===== src/rtl/core/shbs_pkg.sv =====
package shbs_pkg;

    // Sequencer states
    typedef enum logic [2:0]
    {
        ST_IDLE,
        ST_PAD,
        ST_ROUND,
        ST_ADD,
        ST_EMIT
    } shbs_state_t;

    typedef logic [7:0][31:0] shbs_vars_t;

    localparam logic [7:0] PAD_MARK  = 8'h80;
    localparam logic [5:0] LEN_START = 6'd56;
    localparam logic [5:0] LAST_BYTE = 6'd63;
    localparam logic [5:0] LAST_ROUND = 6'd63;

    // Initial hash values
    localparam logic [31:0] INIT_HASH [8] = '{
        32'h6a09e667, 32'hbb67ae85, 32'h3c6ef372, 32'ha54ff53a,
        32'h510e527f, 32'h9b05688c, 32'h1f83d9ab, 32'h5be0cd19
    };

    // Round constants
    localparam logic [31:0] ROUND_K [64] = '{
        32'h428a2f98, 32'h71374491, 32'hb5c0fbcf, 32'he9b5dba5,
        32'h3956c25b, 32'h59f111f1, 32'h923f82a4, 32'hab1c5ed5,
        32'hd807aa98, 32'h12835b01, 32'h243185be, 32'h550c7dc3,
        32'h72be5d74, 32'h80deb1fe, 32'h9bdc06a7, 32'hc19bf174,
        32'he49b69c1, 32'hefbe4786, 32'h0fc19dc6, 32'h240ca1cc,
        32'h2de92c6f, 32'h4a7484aa, 32'h5cb0a9dc, 32'h76f988da,
        32'h983e5152, 32'ha831c66d, 32'hb00327c8, 32'hbf597fc7,
        32'hc6e00bf3, 32'hd5a79147, 32'h06ca6351, 32'h14292967,
        32'h27b70a85, 32'h2e1b2138, 32'h4d2c6dfc, 32'h53380d13,
        32'h650a7354, 32'h766a0abb, 32'h81c2c92e, 32'h92722c85,
        32'ha2bfe8a1, 32'ha81a664b, 32'hc24b8b70, 32'hc76c51a3,
        32'hd192e819, 32'hd6990624, 32'hf40e3585, 32'h106aa070,
        32'h19a4c116, 32'h1e376c08, 32'h2748774c, 32'h34b0bcb5,
        32'h391c0cb3, 32'h4ed8aa4a, 32'h5b9cca4f, 32'h682e6ff3,
        32'h748f82ee, 32'h78a5636f, 32'h84c87814, 32'h8cc70208,
        32'h90befffa, 32'ha4506ceb, 32'hbef9a3f7, 32'hc67178f2
    };

    function automatic logic [31:0] rotr(input logic [31:0] x, input int unsigned n);
        rotr = (x >> n) | (x << (32 - n));
    endfunction

endpackage


===== src/rtl/core/shbs_round.sv =====
module shbs_round
    import shbs_pkg::*;
(
    input  shbs_vars_t  v_in,
    input  logic [31:0] k,
    input  logic [31:0] w0,
    input  logic [31:0] w1,
    input  logic [31:0] w9,
    input  logic [31:0] w14,
    output shbs_vars_t  v_out,
    output logic [31:0] w_new
);

    logic [31:0] big0;
    logic [31:0] big1;
    logic [31:0] choose;
    logic [31:0] major;
    logic [31:0] t1;
    logic [31:0] s0;
    logic [31:0] s1;

    // One compression round, a is v_in[0]
    always_comb
    begin
        big1   = rotr(v_in[4], 6) ^ rotr(v_in[4], 11) ^ rotr(v_in[4], 25);
        choose = (v_in[4] & v_in[5]) ^ (~v_in[4] & v_in[6]);
        t1     = v_in[7] + big1 + choose + k + w0;
        big0   = rotr(v_in[0], 2) ^ rotr(v_in[0], 13) ^ rotr(v_in[0], 22);
        major  = (v_in[0] & v_in[1]) ^ (v_in[0] & v_in[2]) ^ (v_in[1] & v_in[2]);
        v_out[7] = v_in[6];
        v_out[6] = v_in[5];
        v_out[5] = v_in[4];
        v_out[4] = v_in[3] + t1;
        v_out[3] = v_in[2];
        v_out[2] = v_in[1];
        v_out[1] = v_in[0];
        v_out[0] = t1 + big0 + major;
    end

    // Message schedule word sixteen places ahead
    always_comb
    begin
        s0    = rotr(w1, 7) ^ rotr(w1, 18) ^ (w1 >> 3);
        s1    = rotr(w14, 17) ^ rotr(w14, 19) ^ (w14 >> 10);
        w_new = w0 + s0 + w9 + s1;
    end

endmodule


===== src/rtl/core/sha256_byte_stream_hasher_unit.sv =====
// SHA-256 hasher fed one byte per beat.
// Input channel: in_valid / in_stall with kind and data_byte. kind 0 absorbs
// data_byte; kind 1 closes the message, pads it and produces the digest.
// Output channel: out_valid / out_stall with four beats per digest, most
// significant first: digest_word, word_index 0..3, last_word on the fourth.
// Flow: the 64th byte of a block starts the compression, 64 rounds of the
// shared round unit and then a step to fold the result into the hash; the
// input stalls for the whole compression. A finish with f bytes buffered
// pushes 64 - f pad bytes, one a cycle, then compresses and then drives the
// digest; when f is 56 or more the length does not fit and a second block of
// 64 pad bytes follows (two final blocks).
// The digest sits in an output buffer, so new message bytes are taken while
// it drains; a following finish is taken, but its digest waits with the
// input stalled until the buffer is empty.
// When out_stall is high the current digest beat holds unchanged.
// Reset (rst_n low) returns the hash to its initial values, empties the
// buffer count and drops any pending digest.
module sha256_byte_stream_hasher_unit
    import shbs_pkg::*;
(
    input  logic        clk,
    input  logic        rst_n,
    input  logic        in_valid,
    output logic        in_stall,
    input  logic        kind,
    input  logic [7:0]  data_byte,
    output logic        out_valid,
    input  logic        out_stall,
    output logic [63:0] digest_word,
    output logic [1:0]  word_index,
    output logic        last_word
);

    shbs_state_t state_reg, state_next;
    logic [31:0]  hash_reg [8];
    logic [31:0]  hash_next [8];
    logic [5:0]   fill_reg, fill_next;
    logic [63:0]  bits_reg, bits_next;
    logic [5:0]   round_reg, round_next;
    logic         finish_reg, finish_next;
    logic         sent80_reg, sent80_next;
    logic         len_reg, len_next;
    logic [511:0] blk_reg, blk_next;
    shbs_vars_t   v_reg, v_next;
    logic         ovalid_reg, ovalid_next;
    logic [1:0]   oidx_reg, oidx_next;
    logic [255:0] obuf_reg, obuf_next;

    logic         push;
    logic [7:0]   push_byte;
    logic         obuf_load;
    logic [5:0]   len_sel;
    shbs_vars_t   v_round;
    logic [31:0]  w_new;

    // Shared round unit; schedule taps come from the block shift line
    shbs_round u_round
    (
        .v_in  (v_reg),
        .k     (ROUND_K[round_reg]),
        .w0    (blk_reg[511:480]),
        .w1    (blk_reg[479:448]),
        .w9    (blk_reg[223:192]),
        .w14   (blk_reg[63:32]),
        .v_out (v_round),
        .w_new (w_new)
    );

    assign in_stall = (state_reg != ST_IDLE);
    assign len_sel  = {3'(3'd7 - fill_reg[2:0]), 3'b000};

    // Sequencer: next state and datapath control
    always_comb
    begin
        state_next  = state_reg;
        fill_next   = fill_reg;
        bits_next   = bits_reg;
        round_next  = round_reg;
        finish_next = finish_reg;
        sent80_next = sent80_reg;
        len_next    = len_reg;
        blk_next    = blk_reg;
        v_next      = v_reg;
        hash_next   = hash_reg;
        push        = 1'b0;
        push_byte   = '0;
        obuf_load   = 1'b0;

        case (state_reg)
            ST_IDLE:
            begin
                if (in_valid)
                begin
                    if (!kind)
                    begin
                        push      = 1'b1;
                        push_byte = data_byte;
                        bits_next = bits_reg + 64'd8;
                    end
                    else
                    begin
                        finish_next = 1'b1;
                        state_next  = ST_PAD;
                    end
                end
            end
            ST_PAD:
            begin
                push = 1'b1;
                if (!sent80_reg)
                begin
                    push_byte   = PAD_MARK;
                    sent80_next = 1'b1;
                end
                else if (len_reg || fill_reg == LEN_START)
                begin
                    push_byte = bits_reg[len_sel +: 8];
                    len_next  = 1'b1;
                end
            end
            ST_ROUND:
            begin
                v_next     = v_round;
                blk_next   = {blk_reg[479:0], w_new};
                round_next = round_reg + 6'd1;
                if (round_reg == LAST_ROUND)
                begin
                    state_next = ST_ADD;
                end
            end
            ST_ADD:
            begin
                for (int i = 0; i < 8; i++)
                begin
                    hash_next[i] = hash_reg[i] + v_reg[i];
                end
                if (len_reg)
                begin
                    state_next = ST_EMIT;
                end
                else if (finish_reg)
                begin
                    state_next = ST_PAD;
                end
                else
                begin
                    state_next = ST_IDLE;
                end
            end
            ST_EMIT:
            begin
                if (!ovalid_reg)
                begin
                    obuf_load   = 1'b1;
                    hash_next   = INIT_HASH;
                    bits_next   = '0;
                    finish_next = 1'b0;
                    sent80_next = 1'b0;
                    len_next    = 1'b0;
                    state_next  = ST_IDLE;
                end
            end
            default:
            begin
                state_next = ST_IDLE;
            end
        endcase

        // Byte into the block; a full block starts the rounds
        if (push)
        begin
            blk_next  = {blk_reg[503:0], push_byte};
            fill_next = fill_reg + 6'd1;
            if (fill_reg == LAST_BYTE)
            begin
                state_next = ST_ROUND;
                round_next = '0;
                for (int i = 0; i < 8; i++)
                begin
                    v_next[i] = hash_reg[i];
                end
            end
        end
    end

    // Digest output buffer, one 64-bit word a beat
    always_comb
    begin
        ovalid_next = ovalid_reg;
        oidx_next   = oidx_reg;
        obuf_next   = obuf_reg;
        if (obuf_load)
        begin
            ovalid_next = 1'b1;
            oidx_next   = '0;
            for (int i = 0; i < 8; i++)
            begin
                obuf_next[255 - 32 * i -: 32] = hash_reg[i];
            end
        end
        else if (ovalid_reg && !out_stall)
        begin
            obuf_next = {obuf_reg[191:0], 64'd0};
            oidx_next = oidx_reg + 2'd1;
            if (oidx_reg == 2'd3)
            begin
                ovalid_next = 1'b0;
            end
        end
    end

    assign out_valid   = ovalid_reg;
    assign digest_word = obuf_reg[255:192];
    assign word_index  = oidx_reg;
    assign last_word   = (oidx_reg == 2'd3);

    // Control registers
    always_ff @(posedge clk or negedge rst_n)
    begin
        if (!rst_n)
        begin
            state_reg  <= ST_IDLE;
            hash_reg   <= INIT_HASH;
            fill_reg   <= '0;
            bits_reg   <= '0;
            round_reg  <= '0;
            finish_reg <= 1'b0;
            sent80_reg <= 1'b0;
            len_reg    <= 1'b0;
            ovalid_reg <= 1'b0;
            oidx_reg   <= '0;
        end
        else
        begin
            state_reg  <= state_next;
            hash_reg   <= hash_next;
            fill_reg   <= fill_next;
            bits_reg   <= bits_next;
            round_reg  <= round_next;
            finish_reg <= finish_next;
            sent80_reg <= sent80_next;
            len_reg    <= len_next;
            ovalid_reg <= ovalid_next;
            oidx_reg   <= oidx_next;
        end
    end

    // Payload registers
    always_ff @(posedge clk)
    begin
        blk_reg  <= blk_next;
        v_reg    <= v_next;
        obuf_reg <= obuf_next;
    end

endmodule


===== config.mk =====
export PLATFORM = sky130hd
export DESIGN_NAME = sha256_byte_stream_hasher_unit
export DESIGN_NICKNAME = d
export VERILOG_FILES = /design/src/rtl/core/shbs_pkg.sv /design/src/rtl/core/shbs_round.sv /design/src/rtl/core/sha256_byte_stream_hasher_unit.sv
export SDC_FILE = /design/constraint.sdc
export NUM_CORES = 2
export LEC_CHECK = 0
export BUFFER_PORTS_ARGS = -buffer_cell sky130_fd_sc_hd__buf_2
export CAP_MARGIN = 10
export CORE_UTILIZATION = 35
export DETAILED_ROUTE_END_ITERATION = 12
export SYNTH_ARGS = -nofsm -noshare
export SYNTH_HDL_FRONTEND = slang
export SYNTH_SLANG_ARGS = --single-unit

===== constraint.sdc =====
create_clock -name clk -period 32.3 [get_ports clk]
set_clock_uncertainty 0.2 [all_clocks]
set_input_delay 1.615 -clock clk [delete_from_list [all_inputs] [get_ports clk]]
set_output_delay 1.615 -clock clk [all_outputs]
set_load 0.03 [all_outputs]

# [After elaboration in Yosys (flattened, before gate mapping)]
# Memories as Yosys holds them, arrays and structs flattened.
# Index checks and enable logic that the tools add are counted.
[classes] add_sub_neg=23 order_cmp=1 eq_ne=14 n_shift=1 n_mux=50 bitwise=28 n_reduce_logical=17
[op_table] cell="2-to-1 mux 256 bit" count=6
[op_table] cell="2-to-1 mux 512 bit" count=2
[op_table] cell="adder 32 bit" count=18
[op_table] cell="one-hot mux 256 bit (2 select lines)" count=1
[op_table] cell="XOR 32 bit" count=9
[op_table] cell="2-to-1 mux 64 bit" count=3
[op_table] cell="AND 32 bit" count=5
[op_table] cell="one-hot mux 64 bit (2 select lines)" count=1
[op_table] cell="adder 64 x 4 -> 64 bit, second input constant" count=1
[op_table] cell="2-to-1 mux 32 bit" count=2
[op_table] cell="indexed part select 64 x 7 -> 8 bit" count=1
[op_table] cell="2-to-1 mux 8 bit" count=4
[op_table] cell="NOT 32 bit" count=1
[op_table] cell="bitwise OR 10 x 32 -> 32 bit" count=1
[op_table] cell="bitwise OR 13 x 32 -> 32 bit" count=1
[op_table] cell="bitwise OR 14 x 32 -> 32 bit" count=1
[op_table] cell="bitwise OR 15 x 32 -> 32 bit" count=1
[op_table] cell="bitwise OR 19 x 32 -> 32 bit" count=1
[op_table] cell="bitwise OR 21 x 32 -> 32 bit" count=1
[op_table] cell="bitwise OR 25 x 32 -> 32 bit" count=1
[op_table] cell="bitwise OR 26 x 32 -> 32 bit" count=1
[op_table] cell="bitwise OR 30 x 32 -> 32 bit" count=1
[op_table] cell="bitwise OR 7 x 32 -> 32 bit" count=1
[op_table] cell="XOR 32 x 22 -> 32 bit" count=1
[op_table] cell="other kinds (27)" count=69
[totals] ff_bits=1365 romBits=2048 output_inout_bits=69 word_cells=162 mem_count=1
[mem_list] memory="(name not given)" depth=64 word_bits=32 rd=1 rd_ports_with_merged_regs=0 wr=0 line="sha256_byte_stream_hasher_unit.sv:60" text=".k (ROUND_K[round_reg]),"

# [Longest topological paths before layout]
[depth] depth_word=12 depth_mapped=36 ltp_nobuf=35

# [Hierarchy]
# A second synthesis with hierarchy kept.
[hier_totals] hier_cells=9890 hier_area_um2=86281.5
[modules_own_cells] module="sha256_byte_stream_hasher_unit" n_inst=1 cells_per_inst=8016 area_each_um2=71073.2
[modules_own_cells] module="shbs_round" n_inst=1 cells_per_inst=1874 area_each_um2=15208.3

# [Least setup slack after synthesis]
# OpenSTA, ideal clock, no wires.
[synth_timing] path_type="input -> register" start="input port out_stall" end="register obuf_reg[0] (enable)" setup_time_ns=1.227 arrival_time_ns=19.414 required_time_ns=30.873 setup_slack_ns=11.459 cell_stages=1 path_buffers=0 cell_sequence="o21ai_0"
[synth_via] elab_chain_len=3
[synth_lines] item="start: declaration" line="sha256_byte_stream_hasher_unit.sv:28" text="input logic out_stall,"
[synth_lines] item="logical NOT 1 bit" line="sha256_byte_stream_hasher_unit.sv:201" text="else if (ovalid_reg && !out_stall)"
[synth_lines] item="logical AND 1 bit" line="sha256_byte_stream_hasher_unit.sv:201"
[synth_lines] item="nonzero test 2 bit (no source line)"
[synth_lines] item="end signal: assignment" line="sha256_byte_stream_hasher_unit.sv:253" text="obuf_reg <= obuf_next;"
[synth_lines] item="end: declaration" line="sha256_byte_stream_hasher_unit.sv:47" text="logic [255:0] obuf_reg, obuf_next;"
# Every way passes these cells.
# A chain may end at the register's enable or synchronous reset.

==> flow_summary_export.csv <==
group,metric,value,unit
status,status,"completed",
setup_path,cp.required,32.81,ns
timing,slew_violations,0,
die,rows,179,
timing,slew_headroom,18.6,%
global_routing,grt_max_degree,267,
setup_path,cp.arrival,10.58,ns
clock_network,insertion_delay,0.86,ns
setup_path,crit_path_end_kind,"flip-flop",
synth,yosysSeqAreaShare,44.1,%
global_routing,antenna_found_initial,12,
detailed_routing,finalWirelength,282000,µm
synth,syn-cell-area,0.0836,mm²
setup_path,cp_num_buf_inv,5,
synth,synth_area_leaders,"edfxtp_1 (28%), nand2_1 (9.9%), dfxtp_1 (6.1%)",
timing,finalHoldViolCount,0,
detailed_routing,first_pass_iters,5,
clock_network,path_clk_slew,0.06,ns
clock_network,cts_tree,"built",
detailed_routing,ant_nets,0,
global_routing,gr-total-overflow,0,
timing,setup_viol,0,
synth,syn_inst,9309,
synth,synth_top_area_share,27.6,%
global_routing,grt_pass1_wl,418000,µm
setup_path,path_class,"flip-flop to flip-flop",
synth,synth_most_common_cell,"nand2_1",
synth,ys_top_cells_by_count,"nand2_1 (2,201), edfxtp_1 (768), nor2_1 (739)",
cells_and_area,drive_above_1_share,6.96,%
die,initial_core_util,35.2,%
synth,synth.ff_latch_count,1362,
timing,final.min_clock_period,10.07,ns
place,hpwl,201000,µm
setup_path,cp_max_fo,27,
setup_path,cpMaxStageDelayCell,"ha_1",
place,gp_congestion,0.956,
cells_and_area,fin_util,38.6,%
run,drv_cap,0,
clock_network,clock-sinks,1362,
timing,period_share,31.2,%
setup_path,start_kind,"flip-flop",
timing,grt_setup_unrepaired,"no",
die,fp.coreArea,0.238,mm²
synth,syn_nets,9917,
timing,worst_slew_pin_slew,1.22,ns
synth,synthFlopType,"edfxtp_1",
synth,synth-edff-count,768,
detailed_routing,drt_iter0_drc,6484,
global_routing,grt_usage,22.9,%
synth,yosysTopAreaCell,"edfxtp_1",
timing,tns,0,ns
cells_and_area,final_nets,9662,
cells_and_area,area_growth,9.84,%
cells_and_area,fillers,23777,
setup_path,crit_family,"compound AO/OA/AOI/OAI gates",
setup_path,slowest_delay,0.67,ns
cells_and_area,largest_register_ffs,512,
clock_network,postCtsHoldBufs,0,
clock_network,post-cts-setup-buffers,0,
detailed_routing,wl_per_cell,22.8,µm
die,die_w,491,µm
clock_network,cts_buffer_depth,3,
synth,async_flop_share,24.8,%
detailed_routing,route.detailed.drc,0,
die,die_y,491,µm
synth,synthDistinctLibCells,88,
place,portBuffers,81,
detailed_routing,vias,66668,
clock_network,cts_resized,0,
die,dieArea,0.241,mm²
die,ioPinCount,82,
global_routing,grt_pass1_vias,64601,
detailed_routing,via_per_inst,5.39,
clock_network,cts_buffers,160,
worst_hold_path,hold_class,"flip-flop to flip-flop",
synth,ys_warn_count,0,
clock_network,htree_levels,4,
clock_network,root_buffer,"clkbuf_16",
synth,syn-mean-instance-area,8.98,µm²
timing,max_freq,99.3,MHz
tightest hold or removal path, cell delays in order, from the launching register on:
cell and delay [ns]:
edfxtp_1 0.35, nand2_1 0.05, nand2_1 0.05
metrics by stage:
step                cell area (µm²)  hold slack [ns]  instances  setup slack, ns
CTS                           91800            0.289      12360            22.32
global placement              86400            0.285      12059            22.21
finish                        91800            0.288      12366            22.23
detailed placement            86400            0.296      12059            22.31
floorplan                     83600            0.255       9309            11.46
global route                  91800            0.321      12361            21.76
routing by layer:
metal	vias up	share of wire, %	global-route usage [%]
met5	-	0.014	0
met4	6	4.6	9.95
met3	491	6.6	3.62
met2	2461	45	35.9
met1	32483	44	31.2
li1	31227	-	-
cells in the final DEF (no fill, tap or decap), types with 83 or more instances in the layout:
master     instances
nand2_1         2199
clkbuf_16        160
nand3_1          131
dfxtp_1          256
dfstp_2          136
a21oi_1          515
xor2_1           283
o21ai_0          556
inv_1            498
a21o_1           201
edfxtp_1         768
buf_4             83
nor2_1           736
xnor2_1          332
o22ai_1          222
ha_1             400
nor3_1           106
fa_1             195
dfrtp_1          198
layout make-up:
type | instances | area, µm² | share of cell area [%]
Timing Repair Buffer | 170 | 1160 | 1.26
Multi-Input combinational cell | 6860 | 42500 | 46.3
Tap cell | 3167 | 3960 | 4.32
Sequential cell | 1362 | 36800 | 40.1
Clock inverter | 90 | 1080 | 1.17
Clock buffer | 211 | 4330 | 4.71
Inverter | 500 | 1880 | 2.05
Antenna cell | 6 | 15.0 | 0.0164
path summary, 6_finish.rpt:
check	start	to	slack (ns)	cells past startpoint
hold / removal	blk_reg[305]	blk_reg[313]	0.29	2
setup / recovery	round_reg[0]	v_reg[31]	22.23	35
max in group asynchronous	rst_n	bits_reg[45]	28.49	4
hold reg to reg	blk_reg[305]	blk_reg[313]	0.29	2
min in group asynchronous	rst_n	hash_reg[247]	0.62	1
setup reg to reg	round_reg[0]	v_reg[31]	22.23	35
cells by family (layout without fill, tap and decap cells):
family          Yosys count  in the layout  synth area share, %
fa+ha+maj               599            599                 10.7
xor+xnor                616            616                 6.47
other cells               0              6                    0
mux                      76             76                 1.24
simple gates           3572           3572                 17.7
buf+inv                1087            971                 5.18
flops                  1362           1362                 44.1
compound gates         1997           1997                 14.7
Power is not shown: default switching activity piles up to over one toggle a cycle in this logic, so the estimate is an artifact.
